<file path="src/rtl/core/assert_macros.svh">
// Assertion macros used by the RTL.
`ifndef ASSERT_MACROS_SVH
`define ASSERT_MACROS_SVH

`ifndef SYNTHESIS

`define ASSERT_IMPLY(label, clk, rst, ante, cons) \
   label: assert property (@(posedge clk) disable iff (rst) (ante) |-> (cons)) \
      else $error("assertion failed");

`define ASSERT_NEXT(label, clk, rst, ante, cons) \
   label: assert property (@(posedge clk) disable iff (rst) (ante) |=> (cons)) \
      else $error("assertion failed");

`else

`define ASSERT_IMPLY(label, clk, rst, ante, cons)

`define ASSERT_NEXT(label, clk, rst, ante, cons)

`endif

`endif

</file>
<file path="src/rtl/core/qalu_pkg.sv">
`timescale 1ns / 1ps
`default_nettype none

package qalu_pkg;

   localparam int WORD_BITS = 32;
   localparam int FRAC_BITS = 8;
   localparam int QUO_BITS  = WORD_BITS + FRAC_BITS;
   localparam int MAG_W     = 2 * WORD_BITS - FRAC_BITS;

   localparam logic [WORD_BITS-1:0] WORD_MAX = {1'b0, {(WORD_BITS-1){1'b1}}};
   localparam logic [WORD_BITS-1:0] WORD_MIN = {1'b1, {(WORD_BITS-1){1'b0}}};
   localparam logic [2*WORD_BITS-1:0] ROUND_HALF = (2*WORD_BITS)'(1) << (FRAC_BITS - 1);

   localparam logic [MAG_W-1:0] LIMIT_NEG =
      {{(MAG_W-WORD_BITS){1'b0}}, 1'b1, {(WORD_BITS-1){1'b0}}};
   localparam logic [MAG_W-1:0] LIMIT_POS = LIMIT_NEG - MAG_W'(1);

   typedef enum logic [3:0] {
      FUNC_ADD     = 4'd0,
      FUNC_SUB     = 4'd1,
      FUNC_MUL     = 4'd2,
      FUNC_DIV     = 4'd3,
      FUNC_EQ      = 4'd4,
      FUNC_NE      = 4'd5,
      FUNC_GT      = 4'd6,
      FUNC_LT      = 4'd7,
      FUNC_GE      = 4'd8,
      FUNC_LE      = 4'd9,
      FUNC_MIN     = 4'd10,
      FUNC_MAX     = 4'd11,
      FUNC_INC     = 4'd12,
      FUNC_DEC     = 4'd13,
      FUNC_TOINT   = 4'd14,
      FUNC_FROMINT = 4'd15
   } func_type;

   typedef enum logic [1:0] {
      STATUS_OK   = 2'd0,
      STATUS_DIV0 = 2'd1,
      STATUS_SAT  = 2'd2
   } status_type;

   typedef struct packed {
      func_type               func;
      logic [WORD_BITS-1:0]   simple_value;
      logic                   compare_true;
      logic [2*WORD_BITS-1:0] prod;
      logic                   neg;
      logic                   a_zero;
      logic                   a_neg;
      logic                   div0;
      logic [WORD_BITS-1:0]   divisor;
      logic [WORD_BITS-1:0]   rem;
      logic [QUO_BITS-1:0]    num;
   } stage_type;

   typedef struct packed {
      logic [WORD_BITS-1:0] value;
      logic                 sat;
   } sat_type;

   // clamp a magnitude to the word range and apply the sign
   function automatic sat_type sat_word(input logic neg, input logic [MAG_W-1:0] mag);
      logic [MAG_W-1:0] limit;
      logic [MAG_W-1:0] clamp;
      sat_type          res;
      limit     = neg ? LIMIT_NEG : LIMIT_POS;
      res.sat   = (mag > limit);
      clamp     = res.sat ? limit : mag;
      res.value = neg ? (~clamp[WORD_BITS-1:0] + WORD_BITS'(1)) : clamp[WORD_BITS-1:0];
      return res;
   endfunction

endpackage

`default_nettype wire

</file>
<file path="src/rtl/core/qalu_div_cell.sv">
`timescale 1ns / 1ps
`default_nettype none

module qalu_div_cell (
   input  wire logic                clock,
   input  wire logic                reset,
   input  wire logic                up_valid,
   output logic                     up_ready,
   input  wire qalu_pkg::stage_type up_stage,
   output logic                     dn_valid,
   input  wire logic                dn_ready,
   output qalu_pkg::stage_type      dn_stage
);

   logic [qalu_pkg::WORD_BITS:0] trial;
   logic [qalu_pkg::WORD_BITS:0] diff;
   logic                         take;
   qalu_pkg::stage_type          step;
   qalu_pkg::stage_type          stage_ff;
   qalu_pkg::stage_type          stage_in;
   logic                         valid_ff;
   logic                         valid_in;

   // one restoring step: shift in the next dividend bit, subtract when it fits
   assign trial = {up_stage.rem, up_stage.num[qalu_pkg::QUO_BITS-1]};
   assign diff  = trial - {1'b0, up_stage.divisor};
   assign take  = (trial >= {1'b0, up_stage.divisor});

   always_comb begin
      step     = up_stage;
      step.rem = take ? diff[qalu_pkg::WORD_BITS-1:0] : trial[qalu_pkg::WORD_BITS-1:0];
      step.num = {up_stage.num[qalu_pkg::QUO_BITS-2:0], take};
   end

   assign up_ready = !valid_ff || dn_ready;

   always_comb begin
      valid_in = up_ready ? up_valid : valid_ff;
      stage_in = (up_ready && up_valid) ? step : stage_ff;
   end

   always_ff @(posedge clock) begin
      if (reset) begin
         valid_ff <= 1'b0;
      end else begin
         valid_ff <= valid_in;
      end
      stage_ff <= stage_in;
   end

   assign dn_valid = valid_ff;
   assign dn_stage = stage_ff;

endmodule

`default_nettype wire

</file>
<file path="config.mk">
export PLATFORM = sky130hd
export DESIGN_NAME = qalu_div_cell
export DESIGN_NICKNAME = d
export VERILOG_FILES = /design/src/rtl/core/assert_macros.svh /design/src/rtl/core/qalu_pkg.sv /design/src/rtl/core/qalu_div_cell.sv
export SDC_FILE = /design/constraint.sdc
export NUM_CORES = 1
export LEC_CHECK = 0
export ABC_AREA = 0
export ABC_CLOCK_PERIOD_IN_PS = 6200
export BUFFER_PORTS_ARGS = -buffer_cell sky130_fd_sc_hd__buf_2
export CORE_AREA = 2 2 164 166
export CTS_CLUSTER_DIAMETER = 40
export DETAILED_ROUTE_END_ITERATION = 10
export DIE_AREA = 0 0 166 168
export GPL_TIMING_DRIVEN = 0
export PLACE_DENSITY = 0.65
export SLEW_MARGIN = 10
export SYNTH_ARGS = -nofsm -noshare
export SYNTH_HDL_FRONTEND = slang
export SYNTH_SLANG_ARGS = --single-unit
export TNS_END_PERCENT = 1
</file>
<file path="constraint.sdc">
create_clock -name clock -period 6.2 [get_ports clock]
set_clock_uncertainty 0.05 [all_clocks]
set_input_delay 0.62 -clock clock [delete_from_list [all_inputs] [get_ports clock]]
set_output_delay 0.62 -clock clock [all_outputs]
set_load 0.02 [all_outputs]
</file>
# == Word level (Yosys, flattened, before mapping) ==
# Cells that the tools add are included.
# word_totals
ff_bits,210
inputBits,213
out_inout_bits,211
elab_cells,18
# op_classes
n_reduce_logical,3
addsub,1
order_cmp,1
muxes,1
# ops
cell,count
33-bit by 32-bit greater-or-equal comparator with 1-bit output,1
32-bit 2-to-1 mux,1
32-bit subtractor,1
1-bit logical AND,1
1-bit zero test,1
1-bit logical OR,1

# == Longest topological paths before layout ==
# depth
depth_word,3
depth_mapped,13
ltp_nobuf,12

# == Worst setup path before layout ==
# No wires, ideal clock.
# synth_timing
kind,input -> register
from,input port dn_ready
to,register stage_ff (netlist bit dn_stage[0]) (enable)
n_path_buf,0
required_ps,5555
path_slack_ps,-122
stages,2
arrival_time_ps,5678
setup_time_ps,595
path_cell_list,nand2b_1 and2_1
# synth_via
elab_chain_cells,2
# synth_rtl
item,line,text
"start, declared",qalu_div_cell.sv:11,"input wire logic dn_ready,"
1-bit logical OR,qalu_div_cell.sv:35,assign up_ready = !valid_ff || dn_ready;
1-bit logical AND,qalu_div_cell.sv:39,stage_in = (up_ready && up_valid) ? step : stage_ff;
"end signal, assigned",qalu_div_cell.sv:48,stage_ff <= stage_in;
"end, declared",qalu_div_cell.sv:19,qalu_pkg::stage_type stage_ff;
# Every way passes these cells.
# A chain may end at the register's enable or synchronous reset.

==> flow_metrics.py <==
metrics = {
    "routing": {
        "ant_nets": 0,
        "vias": 6411,
        "drc": 0,
        "wirelength_mm": 26.89,
        "drtIter0Drc": 459,
        "viasPerCell": 4.619,
        "wl_per_cell_um": 19.37,
        "drtPass1Iterations": 5,
    },
    "floorplan": {
        "start_util_pct": 32.28,
        "fp.dieW_um": 166,
        "die_h_um": 168,
        "std_cell_rows": 60,
        "dieArea_um2": 27890,
        "coreArea_um2": 26350,
        "io_pins": 424,
    },
    "synth": {
        "synth_most_common_cell": "edfxtp_1",
        "syn_nets": 801,
        "yosysTopAreaCell": "edfxtp_1",
        "async_reset_ff_share_pct": 0,
        "synth_area_leaders": "edfxtp_1, ha_1, a21oi_1",
        "synthFlopType": "edfxtp_1",
        "synth_seq_cells": 210,
        "synthCells": 555,
        "yosysTopAreaCellShare_pct": 73.79,
        "syn_area_um2": 8506,
        "synth_edf_count": 209,
        "syn-mean-instance-area_um2": 15.33,
        "ys_seq_area_share_pct": 74.02,
        "ys_warn_count": 0,
        "yosysUniqueCellTypes": 48,
        "synthTopCellsByCount": "edfxtp_1, a21oi_1, inv_1",
    },
    "clocking": {
        "clk_path_buf_depth": 3,
        "cts_tree": "built",
        "cts_setup_buffers": 0,
        "cts_buffers": 36,
        "cts_resized": 0,
        "path_clk_slew_ns": 0.05,
        "clk_latency_ns": 0.49,
        "cts_hold_buf": 0,
        "cts-root-buf": "clkbuf_16",
        "h-tree-depth": 2,
        "cts_sinks": 210,
    },
    "finish": {
        "register_area_um2": 6296,
        "stdcell_count": 1388,
        "multi_input_area_um2": 1993,
        "syn_to_final_growth_pct": 44.53,
        "fillers": 2423,
        "fin_nets": 1265,
        "drive_gt1_share_pct": 48.28,
    },
    "setup_path": {
        "cp-end-kind": "register",
        "startpoint": "up_stage[90]",
        "crit_required_ns": 6.37,
        "crit_arrival_ns": 3.87,
        "path_max_fanout": 10,
        "critPathKind": "primary input to register",
        "reg2reg_slack_ns": 4.02,
        "rr_startpoint": "dn_valid",
        "start_kind": "primary input",
    },
    "power": {
        "netSwitchingFraction_pct": 26.36,
        "p_seq_share_pct": 40.9,
        "p_sw_uw": 1104,
        "p_leak_uw": 0.005395,
        "power_density_nw_per_um2": 340.6,
        "intPower_uw": 3083,
        "combinationalPowerShare_pct": 14.3,
        "clockPowerShare_pct": 44.8,
        "peakVddDrop_mv": 0.2164,
        "totalPowerFinal_uw": 4187,
    },
    "global_routing": {
        "use_met2_pct": 32.82,
        "antenna_found_initial": 4,
        "grt_pass1_wl_mm": 38.85,
        "grt_util_met3_pct": 6.206,
        "grt_max_degree": 59,
        "grt-ovfl-total": 0,
        "first_global_vias": 6395,
        "use_met1_pct": 21.61,
        "busiest_layer": "met2",
        "grt_util_all_layers_pct": 18.48,
    },
    "worst_hold_path": {
        "min_from": "reset",
        "min_path_type": "primary input to register",
    },
    "sta": {
        "hold_violations": 0,
        "finalSetupViolCount": 0,
        "period_share_pct": 59.65,
        "maxSlewHeadroom_pct": 46.78,
        "fmax_ghz": 0.2704,
        "fin_hold_ws_ns": 0.2290,
        "tightest_slew_ns": 0.7984,
        "rsz0062_at_grt": "false",
        "period_needed_ns": 3.698,
        "slew_viol_final": 0,
        "fin_tns_setup_ns": 0,
    },
    "placed_design": {
        "port_buffers": 423,
        "dp_hpwl_mm": 21.49,
        "placedCellCount": 1322,
        "routabilityCongestion": 0.8751,
    },
    "run_status": {
        "status": "finished, final reports clean",
    },
    "run": {
        "cap_violations": 0,
    },
}
## cell type report
class                           count  area share, %
Tap cell                          341          3.471
Clock inverter                     24          1.944
Timing Repair Buffer              426          17.89
Sequential cell                   210          51.22
Buffer                             15         0.5903
Antenna cell                        3        0.06107
Clock buffer                       39          7.420
Inverter                           39          1.191
Multi-Input combinational cell    291          16.21
## logic make-up after synthesis
logic type / share of synthesized area [%]
buffers and inverters: 2.574
XOR/XNOR: 2.780
AND/OR/NAND/NOR: 5.340
adder cells (fa/ha/maj): 4.943
flip-flops: 74.02
AO/OA/AOI/OAI: 8.782
multiplexers: 1.559
## power by group through the flow
stage	clock network, µW	logic (µW)	registers [µW]
after floorplan	0	226	1880
after detailed placement	0	599	1740
after global routing	1980	650	1720
after CTS	1920	603	1710
after global placement	0	585	1750
final	1880	599	1710
## worst paths after layout
check	endpoint	cells past startpoint
hold reg to reg	dn_valid	2
hold / removal	dn_valid	2
setup / recovery	dn_stage[41]	14
setup reg to reg	dn_stage[132]	4
## sequential cells by signal, summed over array words and instances, names as in the netlist
name	flops
dn_stage	209
dn_valid	1
## stage by stage
stage               utilization (%)  cell area [µm²]  setup slack (ns)
floorplan                         -             8507             2.211
global placement              41.94            11050             1.188
detailed placement            42.26            11130             1.943
CTS                           46.62            12290             2.456
global route                  46.63            12290             2.245
finish                        46.65            12290             2.502
## placed cells by master, fill, tap and decap left out, types with 4 or more instances in the layout
master and count:
clkbuf_1 11, a21oi_1 56, nand2b_1 5, xor2_1 12, mux2_2 6, xnor2_1 15
inv_1 39, o21ai_0 15, clkinv_2 5, nand2_1 28, nor2_1 37, a21o_1 13
edfxtp_1 209, o211ai_1 4, o21a_1 6, nor4_1 4, clkbuf_16 36, inv_6 9
ha_1 32, nand4_1 7, nand3_1 8, mux2_1 4, buf_2 427
## worst max-delay path, stage by stage
cell      delay, ns
buf_2          0.09
inv_1          0.04
ha_1           0.25
clkbuf_1       0.28
nand4_1        0.22
or4_1          0.51
a21oi_1        0.14
nor3_1         0.11
a211oi_2       0.25
o21ai_2        0.18
o31ai_4        0.53
buf_4          0.30
buf_4          0.22
a21oi_1        0.13
## routing by layer
metal	routed length (µm)	vias to the layer above
li1	-	3043
met1	10380	3018
met2	13770	305
met3	2250	41
met4	463	4
met5	21	-
(Power assumes the default switching activity.)
