`src/rtl/core/assert_macros.svh`:
```
// Assertion macros used by the RTL.
`ifndef ASSERT_MACROS_SVH
`define ASSERT_MACROS_SVH

`ifndef SYNTHESIS

`define ASSERT_IMPLY(label, clk, rst, ante, cons) \
   label: assert property (@(posedge clk) disable iff (rst) (ante) |-> (cons)) \
      else $error("assertion failed");

`define ASSERT_NEXT(label, clk, rst, ante, cons) \
   label: assert property (@(posedge clk) disable iff (rst) (ante) |=> (cons)) \
      else $error("assertion failed");

`else

`define ASSERT_IMPLY(label, clk, rst, ante, cons)

`define ASSERT_NEXT(label, clk, rst, ante, cons)

`endif

`endif

```
`src/rtl/core/qalu_pkg.sv`:
```
`timescale 1ns / 1ps
`default_nettype none

package qalu_pkg;

   localparam int WORD_BITS = 32;
   localparam int FRAC_BITS = 8;
   localparam int QUO_BITS  = WORD_BITS + FRAC_BITS;
   localparam int MAG_W     = 2 * WORD_BITS - FRAC_BITS;

   localparam logic [WORD_BITS-1:0] WORD_MAX = {1'b0, {(WORD_BITS-1){1'b1}}};
   localparam logic [WORD_BITS-1:0] WORD_MIN = {1'b1, {(WORD_BITS-1){1'b0}}};
   localparam logic [2*WORD_BITS-1:0] ROUND_HALF = (2*WORD_BITS)'(1) << (FRAC_BITS - 1);

   localparam logic [MAG_W-1:0] LIMIT_NEG =
      {{(MAG_W-WORD_BITS){1'b0}}, 1'b1, {(WORD_BITS-1){1'b0}}};
   localparam logic [MAG_W-1:0] LIMIT_POS = LIMIT_NEG - MAG_W'(1);

   typedef enum logic [3:0] {
      FUNC_ADD     = 4'd0,
      FUNC_SUB     = 4'd1,
      FUNC_MUL     = 4'd2,
      FUNC_DIV     = 4'd3,
      FUNC_EQ      = 4'd4,
      FUNC_NE      = 4'd5,
      FUNC_GT      = 4'd6,
      FUNC_LT      = 4'd7,
      FUNC_GE      = 4'd8,
      FUNC_LE      = 4'd9,
      FUNC_MIN     = 4'd10,
      FUNC_MAX     = 4'd11,
      FUNC_INC     = 4'd12,
      FUNC_DEC     = 4'd13,
      FUNC_TOINT   = 4'd14,
      FUNC_FROMINT = 4'd15
   } func_type;

   typedef enum logic [1:0] {
      STATUS_OK   = 2'd0,
      STATUS_DIV0 = 2'd1,
      STATUS_SAT  = 2'd2
   } status_type;

   typedef struct packed {
      func_type               func;
      logic [WORD_BITS-1:0]   simple_value;
      logic                   compare_true;
      logic [2*WORD_BITS-1:0] prod;
      logic                   neg;
      logic                   a_zero;
      logic                   a_neg;
      logic                   div0;
      logic [WORD_BITS-1:0]   divisor;
      logic [WORD_BITS-1:0]   rem;
      logic [QUO_BITS-1:0]    num;
   } stage_type;

   typedef struct packed {
      logic [WORD_BITS-1:0] value;
      logic                 sat;
   } sat_type;

   // clamp a magnitude to the word range and apply the sign
   function automatic sat_type sat_word(input logic neg, input logic [MAG_W-1:0] mag);
      logic [MAG_W-1:0] limit;
      logic [MAG_W-1:0] clamp;
      sat_type          res;
      limit     = neg ? LIMIT_NEG : LIMIT_POS;
      res.sat   = (mag > limit);
      clamp     = res.sat ? limit : mag;
      res.value = neg ? (~clamp[WORD_BITS-1:0] + WORD_BITS'(1)) : clamp[WORD_BITS-1:0];
      return res;
   endfunction

endpackage

`default_nettype wire

```
`src/rtl/core/qalu_front.sv`:
```
`timescale 1ns / 1ps
`default_nettype none

module qalu_front (
   input  wire logic                                 clock,
   input  wire logic                                 reset,
   input  wire logic                                 up_valid,
   output logic                                      up_ready,
   input  wire logic [3:0]                           up_func,
   input  wire logic signed [qalu_pkg::WORD_BITS-1:0] up_operand_a,
   input  wire logic signed [qalu_pkg::WORD_BITS-1:0] up_operand_b,
   output logic                                      dn_valid,
   input  wire logic                                 dn_ready,
   output qalu_pkg::stage_type                       dn_stage
);

   qalu_pkg::func_type  func;
   logic [qalu_pkg::WORD_BITS-1:0] a_mag;
   logic [qalu_pkg::WORD_BITS-1:0] b_mag;
   logic                a_lt_b;
   logic                b_lt_a;
   qalu_pkg::stage_type calc;
   qalu_pkg::stage_type stage_ff;
   qalu_pkg::stage_type stage_in;
   logic                valid_ff;
   logic                valid_in;

   assign func   = qalu_pkg::func_type'(up_func);
   assign a_mag  = up_operand_a[qalu_pkg::WORD_BITS-1] ?
                   (~up_operand_a + qalu_pkg::WORD_BITS'(1)) : up_operand_a;
   assign b_mag  = up_operand_b[qalu_pkg::WORD_BITS-1] ?
                   (~up_operand_b + qalu_pkg::WORD_BITS'(1)) : up_operand_b;
   assign a_lt_b = (up_operand_a < up_operand_b);
   assign b_lt_a = (up_operand_b < up_operand_a);

   always_comb begin
      calc              = '0;
      calc.func         = func;
      calc.prod         = (2*qalu_pkg::WORD_BITS)'(a_mag) * (2*qalu_pkg::WORD_BITS)'(b_mag);
      calc.neg          = up_operand_a[qalu_pkg::WORD_BITS-1] ^ up_operand_b[qalu_pkg::WORD_BITS-1];
      calc.a_zero       = (up_operand_a == '0);
      calc.a_neg        = up_operand_a[qalu_pkg::WORD_BITS-1];
      calc.div0         = (up_operand_b == '0);
      calc.divisor      = b_mag;
      calc.rem          = '0;
      calc.num          = {a_mag, {qalu_pkg::FRAC_BITS{1'b0}}};
      case (func)
         qalu_pkg::FUNC_ADD:     calc.simple_value = up_operand_a + up_operand_b;
         qalu_pkg::FUNC_SUB:     calc.simple_value = up_operand_a - up_operand_b;
         qalu_pkg::FUNC_EQ:      calc.compare_true = (up_operand_a == up_operand_b);
         qalu_pkg::FUNC_NE:      calc.compare_true = (up_operand_a != up_operand_b);
         qalu_pkg::FUNC_GT:      calc.compare_true = b_lt_a;
         qalu_pkg::FUNC_LT:      calc.compare_true = a_lt_b;
         qalu_pkg::FUNC_GE:      calc.compare_true = !a_lt_b;
         qalu_pkg::FUNC_LE:      calc.compare_true = !b_lt_a;
         qalu_pkg::FUNC_MIN:     calc.simple_value = a_lt_b ? up_operand_a : up_operand_b;
         qalu_pkg::FUNC_MAX:     calc.simple_value = b_lt_a ? up_operand_a : up_operand_b;
         qalu_pkg::FUNC_INC:     calc.simple_value = up_operand_a + qalu_pkg::WORD_BITS'(1);
         qalu_pkg::FUNC_DEC:     calc.simple_value = up_operand_a - qalu_pkg::WORD_BITS'(1);
         qalu_pkg::FUNC_TOINT:   calc.simple_value = up_operand_a >>> qalu_pkg::FRAC_BITS;
         qalu_pkg::FUNC_FROMINT: calc.simple_value = up_operand_a << qalu_pkg::FRAC_BITS;
         default:                calc.simple_value = '0;
      endcase
   end

   assign up_ready = !valid_ff || dn_ready;

   always_comb begin
      valid_in = up_ready ? up_valid : valid_ff;
      stage_in = (up_ready && up_valid) ? calc : stage_ff;
   end

   always_ff @(posedge clock) begin
      if (reset) begin
         valid_ff <= 1'b0;
      end else begin
         valid_ff <= valid_in;
      end
      stage_ff <= stage_in;
   end

   assign dn_valid = valid_ff;
   assign dn_stage = stage_ff;

endmodule

`default_nettype wire

```
`config.mk`:
```
export PLATFORM = sky130hd
export DESIGN_NAME = qalu_front
export DESIGN_NICKNAME = d
export VERILOG_FILES = /design/src/rtl/core/assert_macros.svh /design/src/rtl/core/qalu_pkg.sv /design/src/rtl/core/qalu_front.sv
export SDC_FILE = /design/constraint.sdc
export NUM_CORES = 2
export LEC_CHECK = 0
export BUFFER_PORTS_ARGS = -buffer_cell sky130_fd_sc_hd__buf_2
export CAP_MARGIN = 20
export CORE_MARGIN = 5
export CORE_UTILIZATION = 35
export DETAILED_ROUTE_END_ITERATION = 12
export PLACE_DENSITY_LB_ADDON = 0.05
export SLEW_MARGIN = 20
export SYNTH_ARGS = -nofsm -noshare
export SYNTH_HDL_FRONTEND = slang
export SYNTH_SLANG_ARGS = --single-unit
```
`constraint.sdc`:
```
create_clock -name clock -period 11.47 [get_ports clock]
set_clock_uncertainty 0.05 [all_clocks]
set_input_delay 2.294 -clock clock [delete_from_list [all_inputs] [get_ports clock]]
set_output_delay 2.294 -clock clock [all_outputs]
set_load 0.05 [all_outputs]
```
# After elaboration in Yosys (flattened, before gate mapping)
# Cells that the tools add are included.
# op_classes
n_addsub,6
multipliers,1
div_mod_pow,0
order_cmp,2
eq_ne,15
n_shift,0
mux,6
n_bitwise,3
n_reduce_logical,8
# op_table
op,count
32-bit case mux with 8 select lines,1
32-bit 2-to-1 mux,4
"32-bit by 2-bit adder with 32-bit output, second input constant",3
32-bit zero test,2
32-bit < comparator,2
32-bit by 32-bit multiplier with 64-bit output,1
32-bit inverter,2
32-bit adder,1
32-bit equality test,1
"4-bit equality test, second input constant",8
32-bit inequality test,1
"32-bit by 2-bit subtractor with 32-bit output, second input constant",1
32-bit subtractor,1
"4-bit by 3-bit equality test with 1-bit output, second input constant",4
1-bit case mux with 6 select lines,1
"4-bit by 1-bit equality test with 1-bit output, second input constant",1
4-bit zero test,1
1-bit zero test,3
1-bit logical AND,1
1-bit logical OR,1
1-bit XOR,1
# totals
ff_bits,170
latch_bits,0
ramBits,0
mem_bits_ro,0
in_bits,72
output_inout_bits,211
wordCells,52
n_memories,0

# Logic depth before layout (Yosys ltp)
# depth
ltp_word,4
mapped_depth,39
depth_no_buf,37

# Least setup slack after synthesis
# No wires, ideal clock.
# synth_path
kind,in2reg
startpoint,input up_operand_a[0] in the netlist's numbering
endpoint,register stage_ff (netlist bit dn_stage[165]) (data pin)
setup_ns,0.260
arrival_time_ns,11.989
required_time_ns,11.160
setup_slack_ns,-0.829
cell_stages,35
path_buffers,3
cell_sequence,inv_2 clkbuf_1 ha_1 nand2_1 or3_1 or2_1 or3_1 or4_4 o31ai_2 xor2_2 inv_2 clkbuf_1 nand2_1 fa_1 fa_1 fa_1 fa_1 inv_1 fa_1 fa_1 fa_1 inv_1 fa_1 inv_1 ha_1 clkbuf_1 nand4_1 or3b_2 o221ai_1 o21ai_0 o31ai_1 a31oi_1 o21ai_0 a41oi_1 xnor2_1
# synth_lines
element,line,text
"start, declared",qalu_front.sv:10,"input wire logic signed [qalu_pkg::WORD_BITS-1:0] up_operand_a,"
"end signal, assigned",qalu_front.sv:79,stage_ff <= stage_in;
"end, declared",qalu_front.sv:23,qalu_pkg::stage_type stage_ff;

==> impl_metrics.env <==
export IMPL_io_buffers=242
export IMPL_synthAdderAreaFrac_pct=50.7
export IMPL_clock_sinks=170
export IMPL_rsz0062_at_grt="yes"
export IMPL_nets=6919
export IMPL_io_pins=283
export IMPL_path_class="in2reg"
export IMPL_slowest_stage="fa_1"
export IMPL_area_delta_synth_final_pct=23.2
export IMPL_outcome="finished clean"
export IMPL_num_antenna_cells=0
export IMPL_clk_root_buffer_cell="clkbuf_16"
export IMPL_synth_seq_cells=170
export IMPL_async_flop_share_pct=0
export IMPL_fin_cells=7269
export IMPL_globalplace_congestion=0.979
export IMPL_coreArea_mm2=0.124
export IMPL_grt_pass1_wl_um=261000
export IMPL_seq_area_frac_synth_pct=11.7
export IMPL_fmax_mhz=87.3
export IMPL_clock_latency_ps=540
export IMPL_wl_um=176000
export IMPL_route_detailed_drc=0
export IMPL_setup_viol=0
export IMPL_start_kind="primary input"
export IMPL_clk_pin_slew_worst_paths_ps=90
export IMPL_synth_distinct_cells=77
export IMPL_hpwl_um=152000
export IMPL_detail_route_vias_per_cell=4.98
export IMPL_required_ps=11730
export IMPL_placed_cells=7212
export IMPL_fp_dieW_um=363
export IMPL_antenna_found_initial=4
export IMPL_track_usage_pct=27.1
export IMPL_synth_compound_area_share_pct=8.24
export IMPL_numCtsBuffers=17
export IMPL_synth_edf_count=169
export IMPL_drv_slew=0
export IMPL_worst_slew_pin_slew_ps=1110
export IMPL_drive_gt1_share_pct=20.8
export IMPL_cts_path_max_buffers=2
export IMPL_crit_fanout=5
export IMPL_drv_cap=0
export IMPL_crit_path_frequent_cell="fa_1"
export IMPL_wl_per_cell_um=24.2
export IMPL_period_needed_ps=11450
export IMPL_synth_xor_area_share_pct=4.18
export IMPL_vias=36200
export IMPL_synthSimpleGateAreaFrac_pct=13.6
export IMPL_dieArea_mm2=0.132
export IMPL_cpPeakStageDelay_ps=630
export IMPL_grt_pass1_vias=38900
export IMPL_critPathCaptureType="register"
export IMPL_ctsHtreeMaxLevel=4
export IMPL_postSynthCellCount=4864
export IMPL_cts_tree="yes"
export IMPL_hold_viol=0
export IMPL_drtPass1Iterations=8
export IMPL_grt_max_degree=56
export IMPL_relSlewSlack_pct=25.9
export IMPL_gr_total_overflow=0
export IMPL_synth_top_family_by_area="adder cells"
export IMPL_die_y_um=363
export IMPL_rows=129
export IMPL_crit_arrival_ps=11710
export IMPL_antenna_left=0
export IMPL_min_path_type="reg2reg"
export IMPL_syn_cell_area_mm2=0.0436
export IMPL_avgSynthCellArea_um2=8.97
export IMPL_dr_first_iter_drc_count=2673
export IMPL_synth_flop_cell="edfxtp_1"
export IMPL_ys_warn_count=0
export IMPL_synth_mux_area_share_pct=0.333
export IMPL_min_period_over_period_pct=99.8
export IMPL_initial_core_util_pct=35.2
==> registers in the layout, summed over array words and instances, names as in the netlist <==
register and flops:
dn_stage 169, dn_valid 1
==> stage by stage <==
step	TNS (ps)	hold slack [ps]	setup WS, ps	instance area, µm²	util (%)
global route	-1110	500	-237	53700	43.4
CTS	-54.8	486	-53.0	53100	42.9
floorplan	-13.9	1060	-13.9	43900	-
finish	0	479	20.6	53700	43.4
detailed placement	-22920	475	-1280	52300	42.2
global placement	-20860	447	-1280	52300	42.2
==> logic make-up (layout without fill, tap and decap cells) <==
group / after synthesis / in the layout
AND/OR/NAND/NOR: 1427 / 1427
buffers and inverters: 1268 / 1997
adder cells (fa/ha/maj): 1228 / 1228
AO/OA/AOI/OAI: 553 / 553
XOR/XNOR: 203 / 203
flip-flops: 170 / 170
multiplexers: 14 / 14
other: 1 / 40
==> worst paths after layout <==
check,startpoint,endpoint,slack [ps],cells past startpoint
max,up_operand_b[16],dn_stage[166]$_DFFE_PP_,20,39
min,dn_valid$_SDFFE_PP0N_,dn_valid$_SDFFE_PP0N_,480,2
max reg2reg,dn_valid$_SDFFE_PP0N_,dn_stage[34]$_DFFE_PP_,8900,4
min reg2reg,dn_valid$_SDFFE_PP0N_,dn_valid$_SDFFE_PP0N_,480,2
==> worst max-delay path, delay by kind of cell <==
kind            cells  cell delay [ps]
fa+ha+maj           9             4440
simple gates        8             1850
buf+inv            12             1480
compound gates      8             1410
xor+xnor            2              230
==> layout by cell type (no fill, tap or decap), types with 23 or more instances in the layout <==
| cell | n |
|---|---|
| buf_2 | 240 |
| o21bai_1 | 23 |
| xor2_1 | 43 |
| and2_1 | 29 |
| buf_12 | 68 |
| nand2_1 | 540 |
| nand3_1 | 37 |
| ha_1 | 322 |
| nor2_1 | 656 |
| nand4_1 | 31 |
| a21o_1 | 78 |
| inv_1 | 969 |
| xnor2_2 | 32 |
| conb_1 | 40 |
| a21oi_1 | 172 |
| fa_1 | 887 |
| edfxtp_1 | 169 |
| o21ai_0 | 83 |
| xnor2_1 | 108 |
| buf_4 | 637 |
==> area by class of cell <==
type / count / area [µm²]
clock buffer: 17 / 425
clock inverter: 15 / 136
multi-input combinational: 3465 / 34700
timing repair buffer: 962 / 7540
sequential: 170 / 5090
fill: 12500 / 70100
tap: 1637 / 2050
inverter: 1003 / 3780
==> routing by layer <==
metal / GRT usage (%) / part of all wire [%] / up-vias
li1: - / - / 16400
met1: 38.1 / 45 / 18700
met2: 44.1 / 46 / 976
met3: 4.27 / 5.8 / 162
met4: 6.90 / 2.8 / 0
met5: 0 / 0 / -
==> synthesized netlist by cell type, drive strengths merged (5+ instances only) <==
cell / number / share of area (%)
clkbuf: 203 / 1.7
a222oi: 16 / 0.37
edfxtp: 169 / 12
o41ai: 5 / 0.14
nor3: 18 / 0.21
xor2: 63 / 1.4
inv: 984 / 8.5
o21a: 15 / 0.26
nor2: 661 / 5.7
a211oi: 13 / 0.22
o211ai: 14 / 0.24
nand2: 541 / 4.7
or2: 8 / 0.12
nand2b: 21 / 0.30
mux2i: 10 / 0.23
ha: 330 / 9.5
clkinv: 19 / 0.16
nand4: 31 / 0.44
and3: 10 / 0.14
o21ai: 96 / 1.1
nor4: 6 / 0.086
o31ai: 15 / 0.27
nand3: 39 / 0.45
a21o: 78 / 1.3
a21oi: 186 / 2.1
or3: 21 / 0.31
nor3b: 6 / 0.10
a31oi: 16 / 0.23
buf: 62 / 0.93
and2: 32 / 0.46
o221ai: 19 / 0.38
xnor2: 140 / 2.8
o21bai: 23 / 0.40
and4: 5 / 0.10
a221oi: 12 / 0.24
o31a: 8 / 0.16
nor2b: 9 / 0.13
or4: 7 / 0.13
fa: 898 / 41
==> what timing repair did <==
item,4_1_cts,5_1_grt
resized for setup,38,101
pin swaps,13,105
buffers inserted,7,23
setup endpoints to repair,21,25
hold buffers,0,0
Power is left out: the tool's default activity adds up to more than one toggle a clock period on the data nets, which glitch-free logic cannot reach.
