==> src/rtl/core/assert_macros.svh <==
// Assertion macros used by the RTL.
`ifndef ASSERT_MACROS_SVH
`define ASSERT_MACROS_SVH

`ifndef SYNTHESIS

`define ASSERT_IMPLY(label, clk, rst, ante, cons) \
   label: assert property (@(posedge clk) disable iff (rst) (ante) |-> (cons)) \
      else $error("assertion failed");

`define ASSERT_NEXT(label, clk, rst, ante, cons) \
   label: assert property (@(posedge clk) disable iff (rst) (ante) |=> (cons)) \
      else $error("assertion failed");

`else

`define ASSERT_IMPLY(label, clk, rst, ante, cons)

`define ASSERT_NEXT(label, clk, rst, ante, cons)

`endif

`endif

==> src/rtl/core/qalu_pkg.sv <==
`timescale 1ns / 1ps
`default_nettype none

package qalu_pkg;

   localparam int WORD_BITS = 32;
   localparam int FRAC_BITS = 8;
   localparam int QUO_BITS  = WORD_BITS + FRAC_BITS;
   localparam int MAG_W     = 2 * WORD_BITS - FRAC_BITS;

   localparam logic [WORD_BITS-1:0] WORD_MAX = {1'b0, {(WORD_BITS-1){1'b1}}};
   localparam logic [WORD_BITS-1:0] WORD_MIN = {1'b1, {(WORD_BITS-1){1'b0}}};
   localparam logic [2*WORD_BITS-1:0] ROUND_HALF = (2*WORD_BITS)'(1) << (FRAC_BITS - 1);

   localparam logic [MAG_W-1:0] LIMIT_NEG =
      {{(MAG_W-WORD_BITS){1'b0}}, 1'b1, {(WORD_BITS-1){1'b0}}};
   localparam logic [MAG_W-1:0] LIMIT_POS = LIMIT_NEG - MAG_W'(1);

   typedef enum logic [3:0] {
      FUNC_ADD     = 4'd0,
      FUNC_SUB     = 4'd1,
      FUNC_MUL     = 4'd2,
      FUNC_DIV     = 4'd3,
      FUNC_EQ      = 4'd4,
      FUNC_NE      = 4'd5,
      FUNC_GT      = 4'd6,
      FUNC_LT      = 4'd7,
      FUNC_GE      = 4'd8,
      FUNC_LE      = 4'd9,
      FUNC_MIN     = 4'd10,
      FUNC_MAX     = 4'd11,
      FUNC_INC     = 4'd12,
      FUNC_DEC     = 4'd13,
      FUNC_TOINT   = 4'd14,
      FUNC_FROMINT = 4'd15
   } func_type;

   typedef enum logic [1:0] {
      STATUS_OK   = 2'd0,
      STATUS_DIV0 = 2'd1,
      STATUS_SAT  = 2'd2
   } status_type;

   typedef struct packed {
      func_type               func;
      logic [WORD_BITS-1:0]   simple_value;
      logic                   compare_true;
      logic [2*WORD_BITS-1:0] prod;
      logic                   neg;
      logic                   a_zero;
      logic                   a_neg;
      logic                   div0;
      logic [WORD_BITS-1:0]   divisor;
      logic [WORD_BITS-1:0]   rem;
      logic [QUO_BITS-1:0]    num;
   } stage_type;

   typedef struct packed {
      logic [WORD_BITS-1:0] value;
      logic                 sat;
   } sat_type;

   // clamp a magnitude to the word range and apply the sign
   function automatic sat_type sat_word(input logic neg, input logic [MAG_W-1:0] mag);
      logic [MAG_W-1:0] limit;
      logic [MAG_W-1:0] clamp;
      sat_type          res;
      limit     = neg ? LIMIT_NEG : LIMIT_POS;
      res.sat   = (mag > limit);
      clamp     = res.sat ? limit : mag;
      res.value = neg ? (~clamp[WORD_BITS-1:0] + WORD_BITS'(1)) : clamp[WORD_BITS-1:0];
      return res;
   endfunction

endpackage

`default_nettype wire

==> src/rtl/core/qalu_back.sv <==
`timescale 1ns / 1ps
`default_nettype none

module qalu_back (
   input  wire logic                                  clock,
   input  wire logic                                  reset,
   input  wire logic                                  up_valid,
   output logic                                       up_ready,
   input  wire qalu_pkg::stage_type                   up_stage,
   output logic                                       rsp_valid,
   input  wire logic                                  rsp_ready,
   output logic signed [qalu_pkg::WORD_BITS-1:0]      rsp_result_value,
   output logic                                       rsp_compare_true,
   output logic [1:0]                                 rsp_status
);

   logic [2*qalu_pkg::WORD_BITS-1:0] mul_sum;
   logic [qalu_pkg::MAG_W-1:0]       mul_mag;
   logic                             div_round;
   logic [qalu_pkg::MAG_W-1:0]       div_mag;
   qalu_pkg::sat_type                mul_sat;
   qalu_pkg::sat_type                div_sat;

   logic [qalu_pkg::WORD_BITS-1:0] value_calc;
   logic                           compare_calc;
   qalu_pkg::status_type           status_calc;

   logic                           valid_ff;
   logic                           valid_in;
   logic [qalu_pkg::WORD_BITS-1:0] value_ff;
   logic [qalu_pkg::WORD_BITS-1:0] value_in;
   logic                           compare_ff;
   logic                           compare_in;
   qalu_pkg::status_type           status_ff;
   qalu_pkg::status_type           status_in;

   assign mul_sum   = up_stage.prod + qalu_pkg::ROUND_HALF;
   assign mul_mag   = qalu_pkg::MAG_W'(mul_sum >> qalu_pkg::FRAC_BITS);
   assign div_round = ({up_stage.rem, 1'b0} >= {1'b0, up_stage.divisor});
   assign div_mag   = qalu_pkg::MAG_W'(up_stage.num) + qalu_pkg::MAG_W'(div_round);
   assign mul_sat   = qalu_pkg::sat_word(up_stage.neg, mul_mag);
   assign div_sat   = qalu_pkg::sat_word(up_stage.neg, div_mag);

   always_comb begin
      value_calc   = up_stage.simple_value;
      compare_calc = up_stage.compare_true;
      status_calc  = qalu_pkg::STATUS_OK;
      case (up_stage.func)
         qalu_pkg::FUNC_MUL: begin
            value_calc  = mul_sat.value;
            status_calc = mul_sat.sat ? qalu_pkg::STATUS_SAT : qalu_pkg::STATUS_OK;
         end
         qalu_pkg::FUNC_DIV: begin
            if (up_stage.div0) begin
               status_calc = qalu_pkg::STATUS_DIV0;
               if (up_stage.a_zero) begin
                  value_calc = '0;
               end else begin
                  value_calc = up_stage.a_neg ? qalu_pkg::WORD_MIN : qalu_pkg::WORD_MAX;
               end
            end else begin
               value_calc  = div_sat.value;
               status_calc = div_sat.sat ? qalu_pkg::STATUS_SAT : qalu_pkg::STATUS_OK;
            end
         end
         default: begin
            value_calc = up_stage.simple_value;
         end
      endcase
   end

   assign up_ready = !valid_ff || rsp_ready;

   always_comb begin
      valid_in   = up_ready ? up_valid : valid_ff;
      value_in   = (up_ready && up_valid) ? value_calc : value_ff;
      compare_in = (up_ready && up_valid) ? compare_calc : compare_ff;
      status_in  = (up_ready && up_valid) ? status_calc : status_ff;
   end

   always_ff @(posedge clock) begin
      if (reset) begin
         valid_ff <= 1'b0;
      end else begin
         valid_ff <= valid_in;
      end
      value_ff   <= value_in;
      compare_ff <= compare_in;
      status_ff  <= status_in;
   end

   assign rsp_valid        = valid_ff;
   assign rsp_result_value = value_ff;
   assign rsp_compare_true = compare_ff;
   assign rsp_status       = status_ff;

endmodule

`default_nettype wire
==> config.mk <==
export PLATFORM = sky130hd
export DESIGN_NAME = qalu_back
export DESIGN_NICKNAME = d
export VERILOG_FILES = /design/src/rtl/core/assert_macros.svh /design/src/rtl/core/qalu_pkg.sv /design/src/rtl/core/qalu_back.sv
export SDC_FILE = /design/constraint.sdc
export NUM_CORES = 1
export LEC_CHECK = 0
export BUFFER_PORTS_ARGS = -buffer_cell sky130_fd_sc_hd__buf_2
export CELL_PAD_IN_SITES_DETAIL_PLACEMENT = 0
export CELL_PAD_IN_SITES_GLOBAL_PLACEMENT = 1
export CORE_MARGIN = 2
export CORE_UTILIZATION = 42
export CTS_BUF_LIST = sky130_fd_sc_hd__clkbuf_4 sky130_fd_sc_hd__clkbuf_8 sky130_fd_sc_hd__clkbuf_16
export DETAILED_ROUTE_END_ITERATION = 7
export GPL_TIMING_DRIVEN = 0
export HOLD_SLACK_MARGIN = 0.03
export PLACE_DENSITY_LB_ADDON = 0.3
export SETUP_SLACK_MARGIN = 0.4
export SLEW_MARGIN = 5
export SYNTH_ARGS = -nofsm -noshare
export SYNTH_HDL_FRONTEND = slang
export SYNTH_SLANG_ARGS = --single-unit
export TNS_END_PERCENT = 10
==> constraint.sdc <==
create_clock -name clock -period 14 [get_ports clock]
set_input_delay 3.5 -clock clock [delete_from_list [all_inputs] [get_ports clock]]
set_output_delay 3.5 -clock clock [all_outputs]
set_load 0.02 [all_outputs]
* After elaboration in Yosys (flattened, before gate mapping)
Cells that the tools add are included.
** Word-level totals
- Flip-flop bits (word level) :: 36
- Latch bits :: 0
- RAM bits :: 0
- Bits in read-only memories :: 0
- Input port bits :: 213
- Output and inout bits :: 37
- Memories kept :: 0
** Operators by class
- Add/subtract/negate cells :: 4
- Multipliers :: 0
- Div/mod/pow operators :: 0
- $lt $le $gt $ge :: 3
- Equal/unequal tests :: 2
- Shift operators :: 0
- Mux-type cells :: 13
- Bitwise operators :: 2
- Reductions and logical operators :: 3
** Operators by type and width (number)
- 2-to-1 mux 32 bit :: 8
- adder 32 x 1 -> 32 bit (second input constant) :: 2
- adder 64 x 8 -> 64 bit (second input constant) :: 1
- inverter 32 bit :: 2
- one-hot mux 32 bit (2 select lines) :: 1
- greater-than comparator 56 x 32 -> 1 bit :: 1
- adder 40 x 1 -> 41 bit :: 1
- greater-than comparator 41 x 32 -> 1 bit :: 1
- greater-or-equal comparator 33 x 32 -> 1 bit :: 1
- == test 4 x 2 -> 1 bit (second input constant) :: 2
- 2-to-1 mux 2 bit :: 3
- one-hot mux 2 bit (2 select lines) :: 1
- logical AND 1 bit :: 1
- zero test 1 bit :: 1
- logical OR 1 bit :: 1

* Depth between registers and ports, before layout
Gate-level depths: netlist (run 1).
- Word-level depth :: 9
- Gate-level depth with buffers :: 38
- Depth with buffers taken out :: 36

* Least setup slack after synthesis (run 1)
No wires, ideal clock.
- Kind :: input to register
- Start :: in up_stage[90] (netlist bit)
- End :: reg value_ff (netlist bit rsp_result_value[20]), data pin
- Setup time :: 138 ps
- Arrival time :: 10311 ps
- Path slack :: 3551 ps
- Cell stages on the path :: 38
- Cells stage by stage :: inv_1 ha_1 a21o_1 a21o_1 a21o_1 a21o_1 a21oi_1 nor2b_1 o21ai_0 nand2_1 a2111oi_0 o21ai_0 ha_1 ha_1 and4_1 and4_1 clkbuf_1 nand2_1 [... 2 more ...] ha_1 nand4_1 nor3_1 a211oi_1 o211ai_1 o21ai_0 o21ai_1 clkbuf_1 nand2_1 o21ai_0 ha_1 nand4_1 or4_1 a21oi_1 nand3_1 mux2i_1 or4_1 nand4_1
** On the way
- Longest elaborated chain between the ends :: 9
** Ends and longest elaborated chain
- start, declared :: line qalu_back.sv:9 : input wire qalu_pkg::stage_type up_stage,
- greater-or-equal comparator 33 x 32 -> 1 bit * :: line qalu_back.sv:39 : assign div_round = ({up_stage.rem, 1'b0} >= {1'b0, up_stage.divisor});
- adder 40 x 1 -> 41 bit * :: line qalu_back.sv:40 : assign div_mag = qalu_pkg::MAG_W'(up_stage.num) + qalu_pkg::MAG_W'(div_round);
- greater-than comparator 41 x 32 -> 1 bit :: line qalu_pkg.sv:69 : res.sat = (mag > limit);
- 2-to-1 mux 32 bit * :: line qalu_pkg.sv:70 : clamp = res.sat ? limit : mag;
- inverter 32 bit :: line qalu_pkg.sv:71 : res.value = neg ? (~clamp[WORD_BITS-1:0] + WORD_BITS'(1)) : clamp[WORD_BITS-1:0];
- adder 32 x 1 -> 32 bit :: line qalu_pkg.sv:71
- 2-to-1 mux 32 bit * :: line qalu_pkg.sv:71
- 2-to-1 mux 32 bit * :: line qalu_back.sv:54 : if (up_stage.div0) begin
- one-hot mux 32 bit (2 select lines) * :: line qalu_back.sv:48 : case (up_stage.func)
- named net value_calc, one bit :: line qalu_back.sv:24 : logic [qalu_pkg::WORD_BITS-1:0] value_calc;
- end signal, assigned :: line qalu_back.sv:87 : value_ff <= value_in;
- end, declared :: line qalu_back.sv:30 : logic [qalu_pkg::WORD_BITS-1:0] value_ff;
Mark *: on every way through the listed nets, which the timed path passes. The rest lies on a longest branch.
A chain may end at the register's enable or synchronous reset.

* Worst setup path in the final report (run 1)
- Start :: in up_stage[57] (netlist bit)
- End :: reg value_ff (netlist bit rsp_result_value[20]), data pin
Same word-level chain as after synthesis.

==> results by group, run 1 <==
Clock network
  – Post-CTS Setup Repair Bufs: 0
  – Count of hold-fix buffers inserted at cts: 0
  – Quantity of gates resized following cts: 0
  – CTS sink cnt: 36
  – Clock tree from TritonCTS: yes
  – Root buffer selected by CTS: clkbuf_16
  – Longest Clk Path Bufs: 2
  – Total CTS buffers: 5
  – CTS H-tree lvls: 2
  – Clock slew seen by the registers of the worst setup and hold paths: ~0.05 ns
  – Clock latency on the worst-skew pair: 0.27 ns

Critical path
  – CP endpoint kind: register
  – Type of the worst setup path: in2reg
  – Slowest CP cell: o21ai_1
  – Slowest stage delay, CP: 0.60 ns
  – Worst R2R Path Depth: 2
  – Signal arrival time at the worst endpoint: 12.69 ns
  – Cell with the most instances on the worst path: ha_1
  – Register-to-register setup slack: 12.58 ns
  – Startpoint Class: input pin
  – Req. time, crit path: around 14 ns
  – Maximum fanout count along the critical path: 10

Power
  – IR Drop Worst-Case VDD: 0.0526 mV
  – Static Leakage: 4.48 nW
  – Power per cell area: 44.8 nW/um^2

Status
  – Run status: finished, final reports clean

Cells and area
  – Core utilization of the finished layout: 0.505
  – Ant. Diodes: 0
  – Proportion of layout cells with a drive suffix above 1: 0.190
  – Area of the multi-input gates: between 7000 and 8000 sq um
  – Net count of the finished layout: 1788
  – Area Overhead vs Synth: 18.2%
  – Layout filler cell count: 2205
  – Register area: 1070 sq um

Synth
  – Mapped Area: 8950 sq um
  – Post-synth cell types: between 80 and 90
  – Syn Area/Cell: 7.21 sq um
  – Most used flip-flop cell after synthesis: edfxtp_1
  – Number of enable-type register cells in the synthesized netlist: 35
  – Syn Inst Count: 1242
  – Synthesized netlist net count: 1555
  – Number of synthesized register bits: 36
  – Warning count from the yosys run: 0
  – Sequential-to-total area share from yosys stat: 0.120
  – Share of synthesized flip-flops with an asynchronous set or reset: 0

Hold path
  – Type of the tightest min-delay check: reg2reg
  – WHS Path Cells: 2

Die
  – Number of placement rows: 53
  – Starting Density: 0.427
  – Vertical extent of the die: 150 um
  – Area of the die: 22500 sq um
  – Placeable core region: about 21000 sq um
  – Boundary pin count: 250
  – Floorplan die width: 150 um

STA
  – Post-route minimum period: 12.58 ns
  – Post-route fraction of the period consumed by the critical path: 0.899
  – Slew Limit Headroom: 0.0657
  – Final number of hold-violating endpoints: 0
  – Slew at the pin with the worst max-slew slack: 1.39 ns
  – Count of final max-slew check failures: 0
  – Setup repair after global routing missed its margin: false
  – Achievable frequency: 79.5 MHz
  – Final setup violation count: 0
  – TNS Setup: 0 ns
  – Setup skew after layout: 0.00306 ns

Route
  – Post-detailed-route DRC marker count: 0
  – Count of antenna-violating nets left after detailed routing: 0
  – Per-cell routed wire length: 19.1 um
  – Detailed-routing iteration count for the pre-antenna-repair pass: 6
  – Drt total wl: 33400 um
  – Average vias per placed instance: 6.09
  – Iteration-0 DRC count of the detailed router: 962
  – Total number of vias: between 10000 and 15000

Placement
  – Dpl hpwl: 27700 um
  – Placer's final routability congestion estimate: 1.03
  – Port-buffer cells: around 230

Global routing
  – Maximum number of pins on one net before global-route repair: 62
  – Initial antenna violation count: 0
  – Number of global-route vias before repair: 9576
  – Global-route total usage across every layer: 0.287
  – Aggregate global routing overflow: 0
  – Global-route wire length before repair: 51100 um

Run
  – Number of maximum-capacitance constraint violations: 0
[power breakdown]
part	switching, mW	internal (mW)
clock network	0.0361	0.0698
registers	0.00160	0.128
logic	0.147	0.0913
total	0.184	0.289
[state kept, by name (all words and copies together), names as in the netlist]
signal            count
rsp_result_value     32
rsp_status            2
rsp_compare_true      1
rsp_valid             1
[cell families after synthesis]
family / Yosys count / share of synthesized area
mux: 21 / 0.0243
fa+ha+maj: 100 / 0.140
simple gates: 521 / 0.320
buf+inv: 147 / 0.0667
xor+xnor: 81 / 0.0793
compound gates: 336 / 0.251
flops: 36 / 0.120
[final timing paths]
kind / start / to
min: rsp_valid / rsp_valid
max reg2reg: rsp_valid / rsp_result_value[30]
max: up_stage[57] / rsp_result_value[20]
min reg2reg: rsp_valid / rsp_valid
[per-layer routing]
layer / vias to the layer above / wire length, um / track usage
met5: - / 0 / 0
met2: 521 / 14300 / 0.446
met1: 4857 / 14700 / 0.404
met3: 68 / 3520 / 0.0524
li1: 5220 / - / -
met4: 0 / 894 / 0.0835
[layout make-up]
| class | count | share of cell area |
|---|---|---|
| multi-input combinational | 1059 | 0.689 |
| timing repair buffer | 226 | 0.107 |
| sequential | 36 | 0.101 |
| tap | 275 | 0.0325 |
| inverter | 85 | 0.0302 |
| buffer | 62 | 0.0263 |
| clock buffer | 6 | 0.0131 |
| clock inverter | 2 | 0.000947 |
[metrics by stage]
step | instances | total power, mW | hold slack [ns] | area (sq um) | setup slack, ns
after floorplan | 1242 | 0.273 | 0.729 | 8950 | 3.55
after global placement | 1743 | 0.362 | 0.508 | 10400 | 1.37
after detailed placement | 1743 | 0.365 | 0.517 | 10400 | 1.40
after CTS | 1751 | 0.472 | 0.523 | 10600 | 1.63
after global routing | 1751 | 0.506 | 0.556 | 10600 | 0.942
final | 1751 | 0.474 | 0.516 | 10600 | 1.42
[cells in the mapped netlist (7+ instances only)]
master / count / area, sq um
and4_1: 23 / 201
nand2b_1: 13 / 81.3
o211ai_1: 20 / 150
buf_2: 7 / 35.0
a221o_1: 12 / 120
o21a_1: 11 / 82.6
clkbuf_1: 45 / 169
nor2_1: 75 / 282
nor2b_1: 9 / 56.3
a21oi_1: 74 / 370
nand3_1: 58 / 290
o21ai_1: 9 / 45.0
and3_1: 26 / 163
or4_1: 11 / 82.6
xnor2_1: 51 / 447
o31ai_1: 9 / 67.6
o21ai_0: 75 / 375
mux2i_1: 15 / 150
nand2_1: 103 / 387
edfxtp_1: 35 / 1050
nor4_1: 29 / 181
a211oi_1: 14 / 105
a31oi_1: 14 / 87.6
a21o_1: 20 / 150
and2_1: 9 / 56.3
ha_1: 100 / 1250
inv_1: 85 / 319
xor2_1: 30 / 263
nor3_1: 48 / 240
nand4_1: 73 / 457
or3_1: 10 / 62.6
[cell usage in the layout (no fill, tap or decap), types with 10 or more instances in the layout]
cell type    n
and3_1      26
nor4_1      29
buf_2      233
and4_1      23
nand2b_1    13
a31oi_1     14
xor2_1      30
o211ai_1    20
a211oi_1    14
inv_1       85
nor3_1      48
nand2_1    103
a21oi_1     74
o21ai_0     75
nand3_1     58
xnor2_1     51
nand4_1     73
o21a_1      11
a221o_1     12
clkbuf_1    45
nor2_1      75
mux2i_1     15
ha_1       100
or3_1       10
or4_1       11
a21o_1      20
edfxtp_1    35
[worst max-delay path, delay by kind of cell]
kind,cells,cell delay (ns)
AOI/OAI and AO/OA,14,3.16
xor gates and xnor gates,1,0.46
adders and majority gates,5,1.58
buffers and inverters,4,0.95
muxes,1,0.15
and+or+nand+nor,13,2.87
No activity file was read; power rests on OpenSTA's default activity.
==> inputs of run 2 (changes only) <==
- BUFFER_PORTS_ARGS: -buffer_cell sky130_fd_sc_hd__buf_2 -> -buffer_cell sky130_fd_sc_hd__buf_4
==> run 2 against run 1 <==
  * Total power increased by 3.6%
  * Combinational power increased by 8%
  * Critical path depth unchanged
  * Routed wire length increased by 2.2%
  * Flip-flop and latch count unchanged
  * Highest routed layer unchanged
  * Largest cell class unchanged
  * Via count increased by 0.38%
  * Core utilization increased by 2.6 points
  * Cell count about the same
  * Non-clock buffer count unchanged
  * Die area unchanged
==> results by group, run 2 (same netlist as run 1, synthesis figures left out) <==
Status
  – Run status: finished, final reports clean

Critical path
  – Slowest stage delay, CP: 0.65 ns (+0.05 ns)
  – Signal arrival time at the worst endpoint: 12.80 ns (+0.11 ns)
  – Startpoint of the most critical register-to-register path: rsp_valid
  – Cell type group with the largest total delay on the critical path: compound AO/OA/AOI/OAI gates
  – Cell with the most instances on the worst path: ha_1
  – Slowest CP cell: o21ai_1
  – Startpoint Class: input pin
  – Req. time, crit path: 14.13 ns (+0.02 ns)
  – Type of the worst setup path: in2reg
  – Register-to-register setup slack: 12.53 ns (-0.05 ns)
  – Worst reg2reg path endpoint: rsp_result_value[23]
  – Maximum fanout count along the critical path: 10 (unchanged)
  – CP endpoint kind: register
  – Worst R2R Path Depth: 2 (unchanged)
  – Buffers plus inverters on the worst setup path: 4 (unchanged)

Power
  – Power per cell area: 44.1 nW/um^2 (-1.6%)
  – IR Drop Worst-Case VDD: 0.0345 mV (-34%)
  – Power, Total: 0.491 mW (+3.6%)
  – Static Leakage: 4.67 nW (+4.2%)

Clock network
  – Longest Clk Path Bufs: 2 (unchanged)
  – CTS sink cnt: 36 (unchanged)
  – Count of hold-fix buffers inserted at cts: 0 (unchanged)
  – Root buffer selected by CTS: clkbuf_16
  – CTS H-tree lvls: 2 (unchanged)
  – Post-CTS Setup Repair Bufs: 0 (unchanged)
  – Quantity of gates resized following cts: 0 (unchanged)
  – Total CTS buffers: 5 (unchanged)
  – Clock tree from TritonCTS: yes
  – Clock latency on the worst-skew pair: 0.27 ns (about the same)
  – Clock slew seen by the registers of the worst setup and hold paths: 0.05 ns (about the same)

Cells and area
  – Core utilization of the finished layout: 0.531 (+0.0265)
  – Net count of the finished layout: 1788 (unchanged)
  – Post-route non-filler standard cell count: 1750 (-0.057%)
  – Proportion of layout cells with a drive suffix above 1: 0.190 (-0.000549)
  – Flip-flop count of the largest register after layout: 32 (unchanged)
  – Most common cell after layout, fill and taps aside: buf_4
  – Area Overhead vs Synth: 24.4%
  – Most used cells in the layout excluding fill and tap cells: buf_4 (229), nand2_1 (103), ha_1 (100)
  – Ant. Diodes: 0 (unchanged)
  – Cell area after layout: 11100 sq um (+5.2%)

Die
  – Number of placement rows: 53 (unchanged)
  – Area of the die: 22500 sq um (unchanged)
  – Starting Density: 0.427 (unchanged)
  – Placeable core region: 21000 sq um (unchanged)
  – Vertical extent of the die: 150 um (unchanged)
  – Floorplan die width: 150 um (unchanged)
  – Boundary pin count: 250 (unchanged)

STA
  – Post-route minimum period: 12.67 ns (+0.0897 ns)
  – Setup skew after layout: 0.00283 ns (-0.000232 ns)
  – Final setup violation count: 0 (unchanged)
  – Final number of hold-violating endpoints: 0 (unchanged)
  – Achievable frequency: 78.9 MHz (-0.71%)
  – TNS Setup: 0 ns (unchanged)
  – WHS: 0.551 ns (+0.0344 ns)
  – Count of final max-slew check failures: 0 (unchanged)
  – Post-route fraction of the period consumed by the critical path: 0.905 (+0.00640)
  – Slew at the pin with the worst max-slew slack: 1.19 ns (-0.202 ns)
  – Worst setup margin: 1.33 ns (-0.0897 ns)
  – Slew Limit Headroom: 0.202 (+0.136)
  – Setup repair after global routing missed its margin: false

Route
  – Per-cell routed wire length: 19.5 um (+2.3%)
  – DR WL met2: 14700 um (+2.8%)
  – Highest metal used: met4
  – Drt total wl: 34200 um (+2.2%)
  – Total met3 wirelength after detailed routing: 3340 um (-4.9%)
  – Average vias per placed instance: 6.12 (+0.43%)
  – Count of antenna-violating nets left after detailed routing: 0 (unchanged)
  – Total number of vias: 10700 (+0.38%)
  – Iteration-0 DRC count of the detailed router: 859 (-11%)
  – Post-detailed-route DRC marker count: 0 (unchanged)
  – Detailed-routing iteration count for the pre-antenna-repair pass: 5 (-1)
  – Metal1 wirelength: 15300 um (+4.1%)

Run
  – Number of maximum-capacitance constraint violations: 0 (unchanged)

Hold path
  – Type of the tightest min-delay check: reg2reg
  – Min-Delay Endpoint: rsp_valid
  – Min-Delay Startpoint: rsp_valid
  – WHS Path Cells: 2 (unchanged)

Placement
  – Dpl hpwl: 28300 um (+2.2%)
  – Port-buffer cells: 226 (unchanged)
  – Placer's final routability congestion estimate: 1.04 (+0.76%)
  – Area after detailed placement: 11000 sq um (+5.4%)
  – Post-Place Worst Slack: 1.32 ns (-0.0895 ns)
  – Number of placed cells counting well taps: 1743 (unchanged)

Global routing
  – Global-route total usage across every layer: 0.295 (+0.00782)
  – Number of global-route vias before repair: 9769 (+2.0%)
  – Initial antenna violation count: 1 (+1)
  – Global-route wire length before repair: 52700 um (+3.0%)
  – Aggregate global routing overflow: 0 (unchanged)
  – Maximum number of pins on one net before global-route repair: 62 (unchanged)
## run 2: cell types whose count changed in the layout (fill, tap and decap cells not counted)
cell	previous run	this run
buf_2	233	7
clkbuf_8	1	0
clkbuf_4	0	1
clkinv_2	2	1
buf_4	3	229
## run 2: how the worst max path moves through the flow
stage | from | end | slack, ns | cells past startpoint
after global routing | up_stage[57] | rsp_result_value[26] | 0.71 | 38
after detailed placement | up_stage[57] | rsp_result_value[26] | 1.32 | 38
final | up_stage[57] | rsp_result_value[26] | 1.33 | 38
after floorplan | up_stage[90] | rsp_result_value[20] | 3.55 | 38
after global placement | up_stage[57] | rsp_result_value[26] | 1.33 | 38
after CTS | up_stage[57] | rsp_result_value[26] | 1.58 | 38
## run 2: worst reg2reg max path, delay by kind of cell (launching register included)
kind	cells	cell delay, ns
AND/OR/NAND/NOR	2	0.77
flip-flops	1	0.32
## run 2: routing by layer
metal / vias up / track usage
met1: 4925 / 0.412
met2: 513 / 0.454
met4: 0 / 0.0910
met5: - / 0
met3: 57 / 0.0613
li1: 5211 / -
## run 2: power breakdown
part	switching (mW)	leakage, nW	internal, mW
clock	0.0360	0.0701	0.0663
combinational	0.148	4.25	0.110
sequential	0.00206	0.349	0.128
total	0.186	4.67	0.305
## run 2: final cells by class
cell class              count  area (sq um)
well taps                 275           344
repair buffers            226          1700
fillers                  2147          9830
clock buffers               6           133
inverters                  85           319
flip-flops and latches     36          1070
clock inverters             1          5.00
plain buffers              62           278
multi-input cells        1059          7280
